$ cat config.mk
export PLATFORM = sky130hd
export DESIGN_NAME = diff_drive_odometry
export DESIGN_NICKNAME = d
export VERILOG_FILES = /design/src/rtl/core/ddo_pkg.sv /design/src/rtl/core/diff_drive_odometry.sv
export VERILOG_INCLUDE_DIRS = /design/src /design/src/rtl/core
export SDC_FILE = /design/constraint.sdc
export NUM_CORES = 2
export LEC_CHECK = 0
export BUFFER_PORTS_ARGS = -buffer_cell sky130_fd_sc_hd__buf_4
export CAP_MARGIN = 20
export CORE_MARGIN = 4
export CORE_UTILIZATION = 50
export DETAILED_ROUTE_END_ITERATION = 16
export PLACE_DENSITY = 0.66
export SLEW_MARGIN = 25
export SYNTH_ARGS = -nofsm -noshare
export SYNTH_HDL_FRONTEND = slang
export SYNTH_SLANG_ARGS = --single-unit
$ cat constraint.sdc
create_clock -name clk -period 17.8 [get_ports clk]
set_input_delay 0.89 -clock clk [delete_from_list [all_inputs] [get_ports clk]]
set_output_delay 0.89 -clock clk [all_outputs]
set_load 0.05 [all_outputs]
$ cat src/rtl/core/diff_drive_odometry_macros.svh
// Assertion helpers used by the odometry RTL.
`ifndef DIFF_DRIVE_ODOMETRY_MACROS_SVH
`define DIFF_DRIVE_ODOMETRY_MACROS_SVH

// Check a property on every clock while out of reset.
`define DDO_ASSERT(lbl, prop, msg) \
    lbl: assert property (@(posedge clk) disable iff (!rst_n) (prop)) else $error(msg);

// Check that a condition is followed by another in the next cycle.
`define DDO_ASSERT_NEXT(lbl, pre, post, msg) \
    lbl: assert property (@(posedge clk) disable iff (!rst_n) (pre) |=> (post)) else $error(msg);

`endif

$ cat src/rtl/core/ddo_pkg.sv
package ddo_pkg;

    localparam int SINE_TABLE_DEPTH = 1024;
    localparam int SINE_IDX_W       = $clog2(SINE_TABLE_DEPTH);
    localparam int CORDIC_STEPS     = 30;
    localparam logic signed [33:0] CORDIC_GAIN = 34'sd652032874;

    localparam logic [2:0] REG_INVERT_LEFT  = 3'd0;
    localparam logic [2:0] REG_INVERT_RIGHT = 3'd1;
    localparam logic [2:0] REG_DIST_PER_CNT = 3'd2;
    localparam logic [2:0] REG_HEADING_GAIN = 3'd3;
    localparam logic [2:0] REG_MIN_INTERVAL = 3'd4;

    typedef struct packed {
        logic signed [31:0] left_count;
        logic signed [31:0] right_count;
        logic        [31:0] sample_time;
    } in_item_t;

    typedef struct packed {
        logic signed [31:0] pos_x;
        logic signed [31:0] pos_y;
        logic        [31:0] heading;
        logic               pose_updated;
    } out_item_t;

    typedef enum logic [2:0] {
        ST_IDLE,
        ST_MUL1,
        ST_PREP,
        ST_MUL2,
        ST_FINISH,
        ST_WRITE
    } state_t;

    function automatic logic [31:0] atan_entry(input logic [4:0] i);
        logic [31:0] v;
        begin
            case (i)
                5'd0:    v = 32'h20000000;
                5'd1:    v = 32'h12E4051E;
                5'd2:    v = 32'h09FB385B;
                5'd3:    v = 32'h051111D4;
                5'd4:    v = 32'h028B0D43;
                5'd5:    v = 32'h0145D7E1;
                5'd6:    v = 32'h00A2F61E;
                5'd7:    v = 32'h00517C55;
                5'd8:    v = 32'h0028BE53;
                5'd9:    v = 32'h00145F2F;
                5'd10:   v = 32'h000A2F98;
                5'd11:   v = 32'h000517CC;
                5'd12:   v = 32'h00028BE6;
                5'd13:   v = 32'h000145F3;
                5'd14:   v = 32'h0000A2FA;
                5'd15:   v = 32'h0000517D;
                5'd16:   v = 32'h000028BE;
                5'd17:   v = 32'h0000145F;
                5'd18:   v = 32'h00000A30;
                5'd19:   v = 32'h00000518;
                5'd20:   v = 32'h0000028C;
                5'd21:   v = 32'h00000146;
                5'd22:   v = 32'h000000A3;
                5'd23:   v = 32'h00000051;
                5'd24:   v = 32'h00000029;
                5'd25:   v = 32'h00000014;
                5'd26:   v = 32'h0000000A;
                5'd27:   v = 32'h00000005;
                5'd28:   v = 32'h00000003;
                5'd29:   v = 32'h00000001;
                default: v = 32'h00000000;
            endcase
            atan_entry = v;
        end
    endfunction

endpackage

$ cat src/rtl/core/diff_drive_odometry.sv
// Channel | Direction | Handshake          | Payload
// in      | input     | in_valid/in_ready  | ddo_pkg::in_item_t
// out     | output    | out_valid/out_ready| ddo_pkg::out_item_t
// cfg     | input     | cfg_write          | cfg_index, cfg_data
//
// A moving sample passes through the bit-serial count-to-distance multiply (the 30-step
// CORDIC runs alongside), a combine step, the serial heading and position multiplies,
// a pose update and the load of the output register before out_valid rises; the block
// is ready for the next input transfer when out_valid rises. A priming or idle sample
// goes straight to the output register. One sample is in work at a time.
// Reset clears the pose, the baseline and the registers to their defaults.
// A result waiting at out does not block the next input transfer; the block
// holds in its write state only when the next result finds out still full.
`include "diff_drive_odometry_macros.svh"

module diff_drive_odometry (
    input  logic               clk,
    input  logic               rst_n,
    input  logic               in_valid,
    output logic               in_ready,
    input  ddo_pkg::in_item_t  in_data,
    output logic               out_valid,
    input  logic               out_ready,
    output ddo_pkg::out_item_t out_data,
    input  logic               cfg_write,
    input  logic [2:0]         cfg_index,
    input  logic [31:0]        cfg_data
);

    localparam int SHIFT_K = 32 - ddo_pkg::SINE_IDX_W;

    ddo_pkg::state_t state_reg, state_next;

    logic        invert_left_reg, invert_right_reg;
    logic [31:0] dist_per_cnt_reg;
    logic [23:0] heading_gain_reg;
    logic [19:0] min_interval_reg;

    logic [31:0]        base_left_reg, base_right_reg, base_time_reg;
    logic signed [31:0] acc_x_reg, acc_y_reg;
    logic [31:0]        acc_heading_reg;
    logic               primed_reg;

    logic [31:0] left_reg, right_reg, time_reg;
    logic        updated_reg;
    logic [4:0]  cnt_reg;

    logic signed [63:0] ml_reg, mr_reg, prodl_reg, prodr_reg;
    logic [31:0]        dpc_sh_reg;
    logic signed [33:0] cx_reg, cy_reg, cz_reg;
    logic               flip_reg;

    logic signed [63:0] mx_reg, px_reg, py_reg;
    logic [23:0]        cs_sh_reg, sn_sh_reg, gain_sh_reg;
    logic [39:0]        hm_reg, hacc_reg;

    logic               out_valid_reg;
    ddo_pkg::out_item_t out_data_reg;

    // control
    logic accept, write_ok, go, last_mul1, last_mul2;

    // input side
    logic [31:0] inv_l, inv_r, dl, dr, elapsed;
    logic [31:0] k_sum, ang;

    // combine
    logic signed [55:0] distl, distr;
    logic signed [56:0] dsum, ddiff, dd57;
    logic signed [39:0] dd40;
    logic signed [33:0] xf, yf, xr, yr;
    logic signed [33:0] dxs, dys;
    logic [31:0]        atan_v;

    // finish
    logic signed [35:0] sx, sy, stx, sty;
    logic signed [31:0] new_x, new_y;

    assign accept    = in_valid && in_ready;
    assign write_ok  = !out_valid_reg || out_ready;
    assign last_mul1 = (cnt_reg == 5'd31);
    assign last_mul2 = (cnt_reg == 5'd23);

    always_comb
    begin
        inv_l   = invert_left_reg  ? 32'd0 - in_data.left_count  : in_data.left_count;
        inv_r   = invert_right_reg ? 32'd0 - in_data.right_count : in_data.right_count;
        dl      = inv_l - base_left_reg;
        dr      = inv_r - base_right_reg;
        elapsed = in_data.sample_time - base_time_reg;
        go      = primed_reg && ((dl != 32'd0) || (dr != 32'd0))
                  && (elapsed > {12'd0, min_interval_reg});
        // round the heading to the nearest table angle
        k_sum   = acc_heading_reg + (32'd1 << (SHIFT_K - 1));
        ang     = {k_sum[31:SHIFT_K], {SHIFT_K{1'b0}}};
    end

    always_comb
    begin
        dxs    = cy_reg >>> cnt_reg;
        dys    = cx_reg >>> cnt_reg;
        atan_v = ddo_pkg::atan_entry(cnt_reg);
    end

    always_comb
    begin
        distl = prodl_reg[63:8];
        distr = prodr_reg[63:8];
        dsum  = 57'(distl) + 57'(distr);
        ddiff = 57'(distl) - 57'(distr);
        dd57  = dsum >>> 1;
        if (dd57 > 57'sd549755813887)
            dd40 = 40'sh7F_FFFF_FFFF;
        else if (dd57 < -57'sd549755813888)
            dd40 = 40'sh80_0000_0000;
        else
            dd40 = dd57[39:0];
        xf = flip_reg ? -cx_reg : cx_reg;
        yf = flip_reg ? -cy_reg : cy_reg;
        xr = (xf + 34'sd128) >>> 8;
        yr = (yf + 34'sd128) >>> 8;
    end

    always_comb
    begin
        stx = 36'(px_reg >>> 30);
        sty = 36'(py_reg >>> 30);
        sx  = 36'(acc_x_reg) + stx;
        sy  = 36'(acc_y_reg) + sty;
        if (sx > 36'sd2147483647)
            new_x = 32'sh7FFF_FFFF;
        else if (sx < -36'sd2147483648)
            new_x = 32'sh8000_0000;
        else
            new_x = sx[31:0];
        if (sy > 36'sd2147483647)
            new_y = 32'sh7FFF_FFFF;
        else if (sy < -36'sd2147483648)
            new_y = 32'sh8000_0000;
        else
            new_y = sy[31:0];
    end

    always_comb
    begin
        state_next = state_reg;
        case (state_reg)
            ddo_pkg::ST_IDLE:
                if (accept)
                    state_next = go ? ddo_pkg::ST_MUL1 : ddo_pkg::ST_WRITE;
            ddo_pkg::ST_MUL1:
                if (last_mul1)
                    state_next = ddo_pkg::ST_PREP;
            ddo_pkg::ST_PREP:
                state_next = ddo_pkg::ST_MUL2;
            ddo_pkg::ST_MUL2:
                if (last_mul2)
                    state_next = ddo_pkg::ST_FINISH;
            ddo_pkg::ST_FINISH:
                state_next = ddo_pkg::ST_WRITE;
            ddo_pkg::ST_WRITE:
                if (write_ok)
                    state_next = ddo_pkg::ST_IDLE;
            default:
                state_next = ddo_pkg::ST_IDLE;
        endcase
    end

    always_comb
    begin
        in_ready  = (state_reg == ddo_pkg::ST_IDLE);
        out_valid = out_valid_reg;
        out_data  = out_data_reg;
    end

    always_ff @(posedge clk or negedge rst_n)
    begin
        if (!rst_n)
        begin
            state_reg <= ddo_pkg::ST_IDLE;
        end
        else
        begin
            state_reg <= state_next;
        end
    end

    always_ff @(posedge clk or negedge rst_n)
    begin
        if (!rst_n)
        begin
            invert_left_reg  <= 1'b0;
            invert_right_reg <= 1'b1;
            dist_per_cnt_reg <= 32'd81989;
            heading_gain_reg <= 24'd17099;
            min_interval_reg <= 20'd10000;
        end
        else if (cfg_write)
        begin
            case (cfg_index)
                ddo_pkg::REG_INVERT_LEFT:  invert_left_reg  <= cfg_data[0];
                ddo_pkg::REG_INVERT_RIGHT: invert_right_reg <= cfg_data[0];
                ddo_pkg::REG_DIST_PER_CNT: dist_per_cnt_reg <= cfg_data;
                ddo_pkg::REG_HEADING_GAIN: heading_gain_reg <= cfg_data[23:0];
                ddo_pkg::REG_MIN_INTERVAL: min_interval_reg <= cfg_data[19:0];
                default: ;
            endcase
        end
    end

    // pose, baseline and output register
    always_ff @(posedge clk or negedge rst_n)
    begin
        if (!rst_n)
        begin
            base_left_reg   <= '0;
            base_right_reg  <= '0;
            base_time_reg   <= '0;
            acc_x_reg       <= '0;
            acc_y_reg       <= '0;
            acc_heading_reg <= '0;
            primed_reg      <= 1'b0;
            updated_reg     <= 1'b0;
            out_valid_reg   <= 1'b0;
        end
        else
        begin
            if (accept)
            begin
                updated_reg <= 1'b0;
                if (!primed_reg)
                begin
                    base_left_reg  <= inv_l;
                    base_right_reg <= inv_r;
                    base_time_reg  <= in_data.sample_time;
                    primed_reg     <= 1'b1;
                end
            end
            if (state_reg == ddo_pkg::ST_FINISH)
            begin
                acc_x_reg       <= new_x;
                acc_y_reg       <= new_y;
                acc_heading_reg <= acc_heading_reg + hacc_reg[39:8];
                base_left_reg   <= left_reg;
                base_right_reg  <= right_reg;
                base_time_reg   <= time_reg;
                updated_reg     <= 1'b1;
            end
            if (state_reg == ddo_pkg::ST_WRITE && write_ok)
                out_valid_reg <= 1'b1;
            else if (out_ready)
                out_valid_reg <= 1'b0;
        end
    end

    // serial datapath
    always_ff @(posedge clk)
    begin
        case (state_reg)
            ddo_pkg::ST_IDLE:
            begin
                left_reg   <= inv_l;
                right_reg  <= inv_r;
                time_reg   <= in_data.sample_time;
                ml_reg     <= 64'(signed'(dl));
                mr_reg     <= 64'(signed'(dr));
                prodl_reg  <= '0;
                prodr_reg  <= '0;
                dpc_sh_reg <= dist_per_cnt_reg;
                cnt_reg    <= '0;
                cx_reg     <= ddo_pkg::CORDIC_GAIN;
                cy_reg     <= '0;
                // turn the back half-plane by half a turn, negate at the end
                if (ang[31] != ang[30])
                begin
                    flip_reg <= 1'b1;
                    cz_reg   <= 34'(signed'(ang - 32'h8000_0000));
                end
                else
                begin
                    flip_reg <= 1'b0;
                    cz_reg   <= 34'(signed'(ang));
                end
            end
            ddo_pkg::ST_MUL1:
            begin
                if (dpc_sh_reg[0])
                begin
                    prodl_reg <= prodl_reg + ml_reg;
                    prodr_reg <= prodr_reg + mr_reg;
                end
                ml_reg     <= ml_reg <<< 1;
                mr_reg     <= mr_reg <<< 1;
                dpc_sh_reg <= dpc_sh_reg >> 1;
                if (cnt_reg < 5'(ddo_pkg::CORDIC_STEPS))
                begin
                    if (!cz_reg[33])
                    begin
                        cx_reg <= cx_reg - dxs;
                        cy_reg <= cy_reg + dys;
                        cz_reg <= cz_reg - 34'(atan_v);
                    end
                    else
                    begin
                        cx_reg <= cx_reg + dxs;
                        cy_reg <= cy_reg - dys;
                        cz_reg <= cz_reg + 34'(atan_v);
                    end
                end
                cnt_reg <= cnt_reg + 5'd1;
            end
            ddo_pkg::ST_PREP:
            begin
                mx_reg      <= 64'(dd40);
                hm_reg      <= ddiff[39:0];
                cs_sh_reg   <= xr[23:0];
                sn_sh_reg   <= yr[23:0];
                gain_sh_reg <= heading_gain_reg;
                hacc_reg    <= '0;
                px_reg      <= '0;
                py_reg      <= '0;
                cnt_reg     <= '0;
            end
            ddo_pkg::ST_MUL2:
            begin
                if (gain_sh_reg[0])
                    hacc_reg <= hacc_reg + hm_reg;
                hm_reg      <= hm_reg << 1;
                gain_sh_reg <= gain_sh_reg >> 1;
                // top bit of a signed multiplier carries negative weight
                if (cs_sh_reg[0])
                    px_reg <= last_mul2 ? px_reg - mx_reg : px_reg + mx_reg;
                if (sn_sh_reg[0])
                    py_reg <= last_mul2 ? py_reg - mx_reg : py_reg + mx_reg;
                mx_reg    <= mx_reg <<< 1;
                cs_sh_reg <= cs_sh_reg >> 1;
                sn_sh_reg <= sn_sh_reg >> 1;
                cnt_reg   <= cnt_reg + 5'd1;
            end
            ddo_pkg::ST_WRITE:
            begin
                if (write_ok)
                begin
                    out_data_reg.pos_x        <= acc_x_reg;
                    out_data_reg.pos_y        <= acc_y_reg;
                    out_data_reg.heading      <= acc_heading_reg;
                    out_data_reg.pose_updated <= updated_reg;
                end
            end
            default: ;
        endcase
    end

    `DDO_ASSERT_NEXT(a_one_in_flight, accept, !in_ready, "input taken while busy")
    `DDO_ASSERT(a_update_needs_prime,
        !(out_valid_reg && out_data_reg.pose_updated) || primed_reg,
        "pose update without baseline")
    `DDO_ASSERT(a_mul2_count, (state_reg != ddo_pkg::ST_MUL2) || (cnt_reg < 5'd24),
        "serial multiply overran")

endmodule

==> flow_summary.ini <==
[worst_setup_path]
cp.arrival_ps = 7850
cp.buffers_inverters = 2
cp_max_fo = 44
slowest_delay_ps = 690
cp_slowest_cell = buf_4
start_kind = register
cp_data_required_time_ps = 18320
endpoint_kind = register
worstSetupPathType = register to register
worstSetupPathDepth = 23
cp_cell_sequence = buf_4 > buf_4 > mux4_2 > mux4_2 > nor3_1 > a31oi_1 > nand2b_1 > nor2_1 > a21oi_1 > xnor2_1 > ha_1 > a21o_1 > a2111oi_0 > o31a_1 > a31o_2 > o211ai_1 > a31oi_1 > o2111a_1 > o311ai_0 > nand2_1 > a32oi_1 > xnor2_1 > nor2_1
critPathTopFamily = compound AO/OA/AOI/OAI gates
reg2reg_depth = 23

[clock_network]
clkTransAtPathRegs_ps = 60
cts_htree_levels = 4
clk_latency_ps = 810
postCtsHoldBufs = 0
post_cts_resized = 0
numCtsBuffers = 147
cts.path.max_buffers = 3
cts_setup_buffers = 0
cts_tree = yes
clock-sinks = 1239
cts_root_buf = clkbuf_16

[finish]
drive_gt1_frac = 0.08211
largest_reg_flops = 97
area_growth_pct = 9.564
nets = 10880
final_core_util = 0.5534

[synthesis]
synth-edff-count = 933
synth_top_family_by_area = compound AO/OA/AOI/OAI gates
synth.area.mux_share = 0.03704
synthSimpleGateAreaFrac = 0.1624
ys_seq_area_frac = 0.3877
ys_ff_latch = 1239
async_flop_share = 0.2228
synth_cells = 9979
avgSynthCellArea_um2 = 9.187
yosysWarnings = 0
synthXorXnorAreaFrac = 0.08052
synth-main-ff-cell = edfxtp_1
synth-compound-area-share = 0.1965
synthAdderAreaFrac = 0.1011
syn_area_um2 = 91680
syn-num-nets = 10850
ys_types = 92

[placed_design]
portBuffers = 234
hpwl_um = 189100
gp_congestion = 0.9582

[sta]
skew_ps = 38.67
relSlewSlack = 0.3159
setup_viol_count_final = 0
timing.fmax_ghz = 0.1364
rsz0062_at_grt = no
worst_slew_pin_slew_ps = 1024
report.final.slew_viol_count = 0
min_period_ps = 7330
period_share = 0.4118
setup_tns_ps = 0
hold_violations = 0

[routing]
wl_per_cell_um = 20.44
drt_wl_total_um = 255700
drc_errors = 0
drt-vias-per-instance = 6.037
num_vias = 75500
drt-pass1-iter-count = 9
drt_first_iter_violations = 6321
ant_nets = 0

[worst_hold_path]
hold_class = primary input to async pin

[global_route]
antenna_found_initial = 5
grt_max_degree = 164
grt_pass1_wl_um = 400200
grt_pass1_vias = 71960
gr-usage-all-layers = 0.2594
overflow = 0

[floorplanning]
dieHeight_um = 436.2
io_pins = 235
rows = 156
core_area_um2 = 181500
die_w_um = 436.2
initial_core_util = 0.5051
die-area_um2 = 190300

[status]
status = completed

[flow_run]
maxCapViolations = 0
-- synthesized netlist by cell type (91+ instances only) --
cell,n,area [um^2]
a21oi_1,832,4164
ha_1,715,8946
a21o_1,335,2515
nand3_1,161,805.8
edfxtp_1,933,28020
o21a_1,176,1321
a31oi_1,131,819.5
nand2_1,1083,4065
dfrtp_1,258,6456
clkbuf_1,375,1408
nand2b_1,123,769.5
o31ai_1,99,743.2
nor3_1,209,1046
nor2_1,1051,3945
o21ai_0,582,2913
nand4_1,93,581.8
xor2_1,332,2908
o21bai_1,91,683.2
inv_1,399,1498
nor2b_1,125,782.0
mux2_2,92,1036
xnor2_1,509,4458
-- path summary, 6_finish.rpt --
kind | start | end | slack [ps]
setup / recovery | cnt_reg[0] | cx_reg[33] | 10470
hold / removal | rst_n | base_left_reg[14] | 190
setup reg to reg | cnt_reg[0] | cx_reg[33] | 10470
hold reg to reg | left_reg[26] | base_left_reg[26] | 470
max in group asynchronous | rst_n | acc_x_reg[0] | 16100
min in group clk | in_data[15] | time_reg[15] | 300
-- area by class of cell --
cell class	count	area [um^2]
Antenna cell	4	10.01
Clock buffer	212	4210
Clock inverter	60	686.9
Fill cell	16160	81070
Inverter	406	1529
Multi-Input combinational cell	7904	53130
Sequential cell	1239	35550
Tap cell	2370	2965
Timing Repair Buffer	312	2375
-- routing by layer --
layer | part of all wire | global-route usage | up-vias
li1 | - | - | 36550
met1 | 0.44 | 0.3479 | 36220
met2 | 0.47 | 0.4298 | 2257
met3 | 0.056 | 0.03341 | 475
met4 | 0.039 | 0.09659 | 2
met5 | 0.000051 | 0 | -
-- cell usage in the layout (no fill, tap or decap), types with 43 or more instances in the layout --
cell type,n
and3_1,75
nand2_1,1082
clkbuf_16,153
dfrtp_1,258
a22oi_1,77
a311oi_1,45
edfxtp_1,933
or3_1,60
clkbuf_1,43
nand4_1,93
a21o_1,333
a21oi_1,827
nor4_1,50
nor2b_1,124
a211oi_1,83
o211ai_1,58
o31ai_1,98
xnor2_1,509
mux2_2,92
nor3_1,206
o21ai_0,582
inv_1,398
nor2_1,1044
nand2b_1,122
buf_4,309
ha_1,715
o21bai_1,91
nand3_1,160
xor2_1,332
and2_1,66
o21a_1,176
a31oi_1,131
mux4_2,87
-- logic make-up (layout without fill, tap and decap cells) --
| kind of cell | count (synthesis) | in the layout |
|---|---|---|
| buffers and inverters | 836 | 990 |
| adders and majority gates | 731 | 731 |
| AOI/OAI and AO/OA | 2845 | 2845 |
| muxes | 219 | 219 |
| other | 0 | 4 |
| xor gates and xnor gates | 842 | 842 |
| and+or+nand+nor | 3267 | 3267 |
| DFF | 1239 | 1239 |
-- worst reg2reg max path: stages (launching register included) --
cell       delay [ps]
edfxtp_1          350
buf_4             380
buf_4             700
mux4_2            670
mux4_2            500
nor3_1            190
a31oi_1           100
nand2b_1          230
nor2_1            260
a21oi_1           140
xnor2_1           170
ha_1              370
a21o_1            170
a2111oi_0          90
o31a_1            350
a31o_2            240
o211ai_1          290
a31oi_1           190
o2111a_1          310
o311ai_0          640
nand2_1           210
a32oi_1           300
xnor2_1           150
nor2_1             50
-- per-stage QoR --
stage | instance area [um^2] | hold WS [ps] | worst slack [ps] | cells
after floorplan | 91680 | 424.8 | 6197 | 9979
after global placement | 95510 | 445.9 | 10580 | 12230
after detailed placement | 95520 | 454.2 | 10500 | 12230
after CTS | 100400 | 185.2 | 10510 | 12500
after global routing | 100400 | 240.3 | 9823 | 12510
final | 100500 | 190.6 | 10470 | 12510
Power is left out: the tool's default activity adds up to more than one toggle a clock period on the data nets, which glitch-free logic cannot reach.
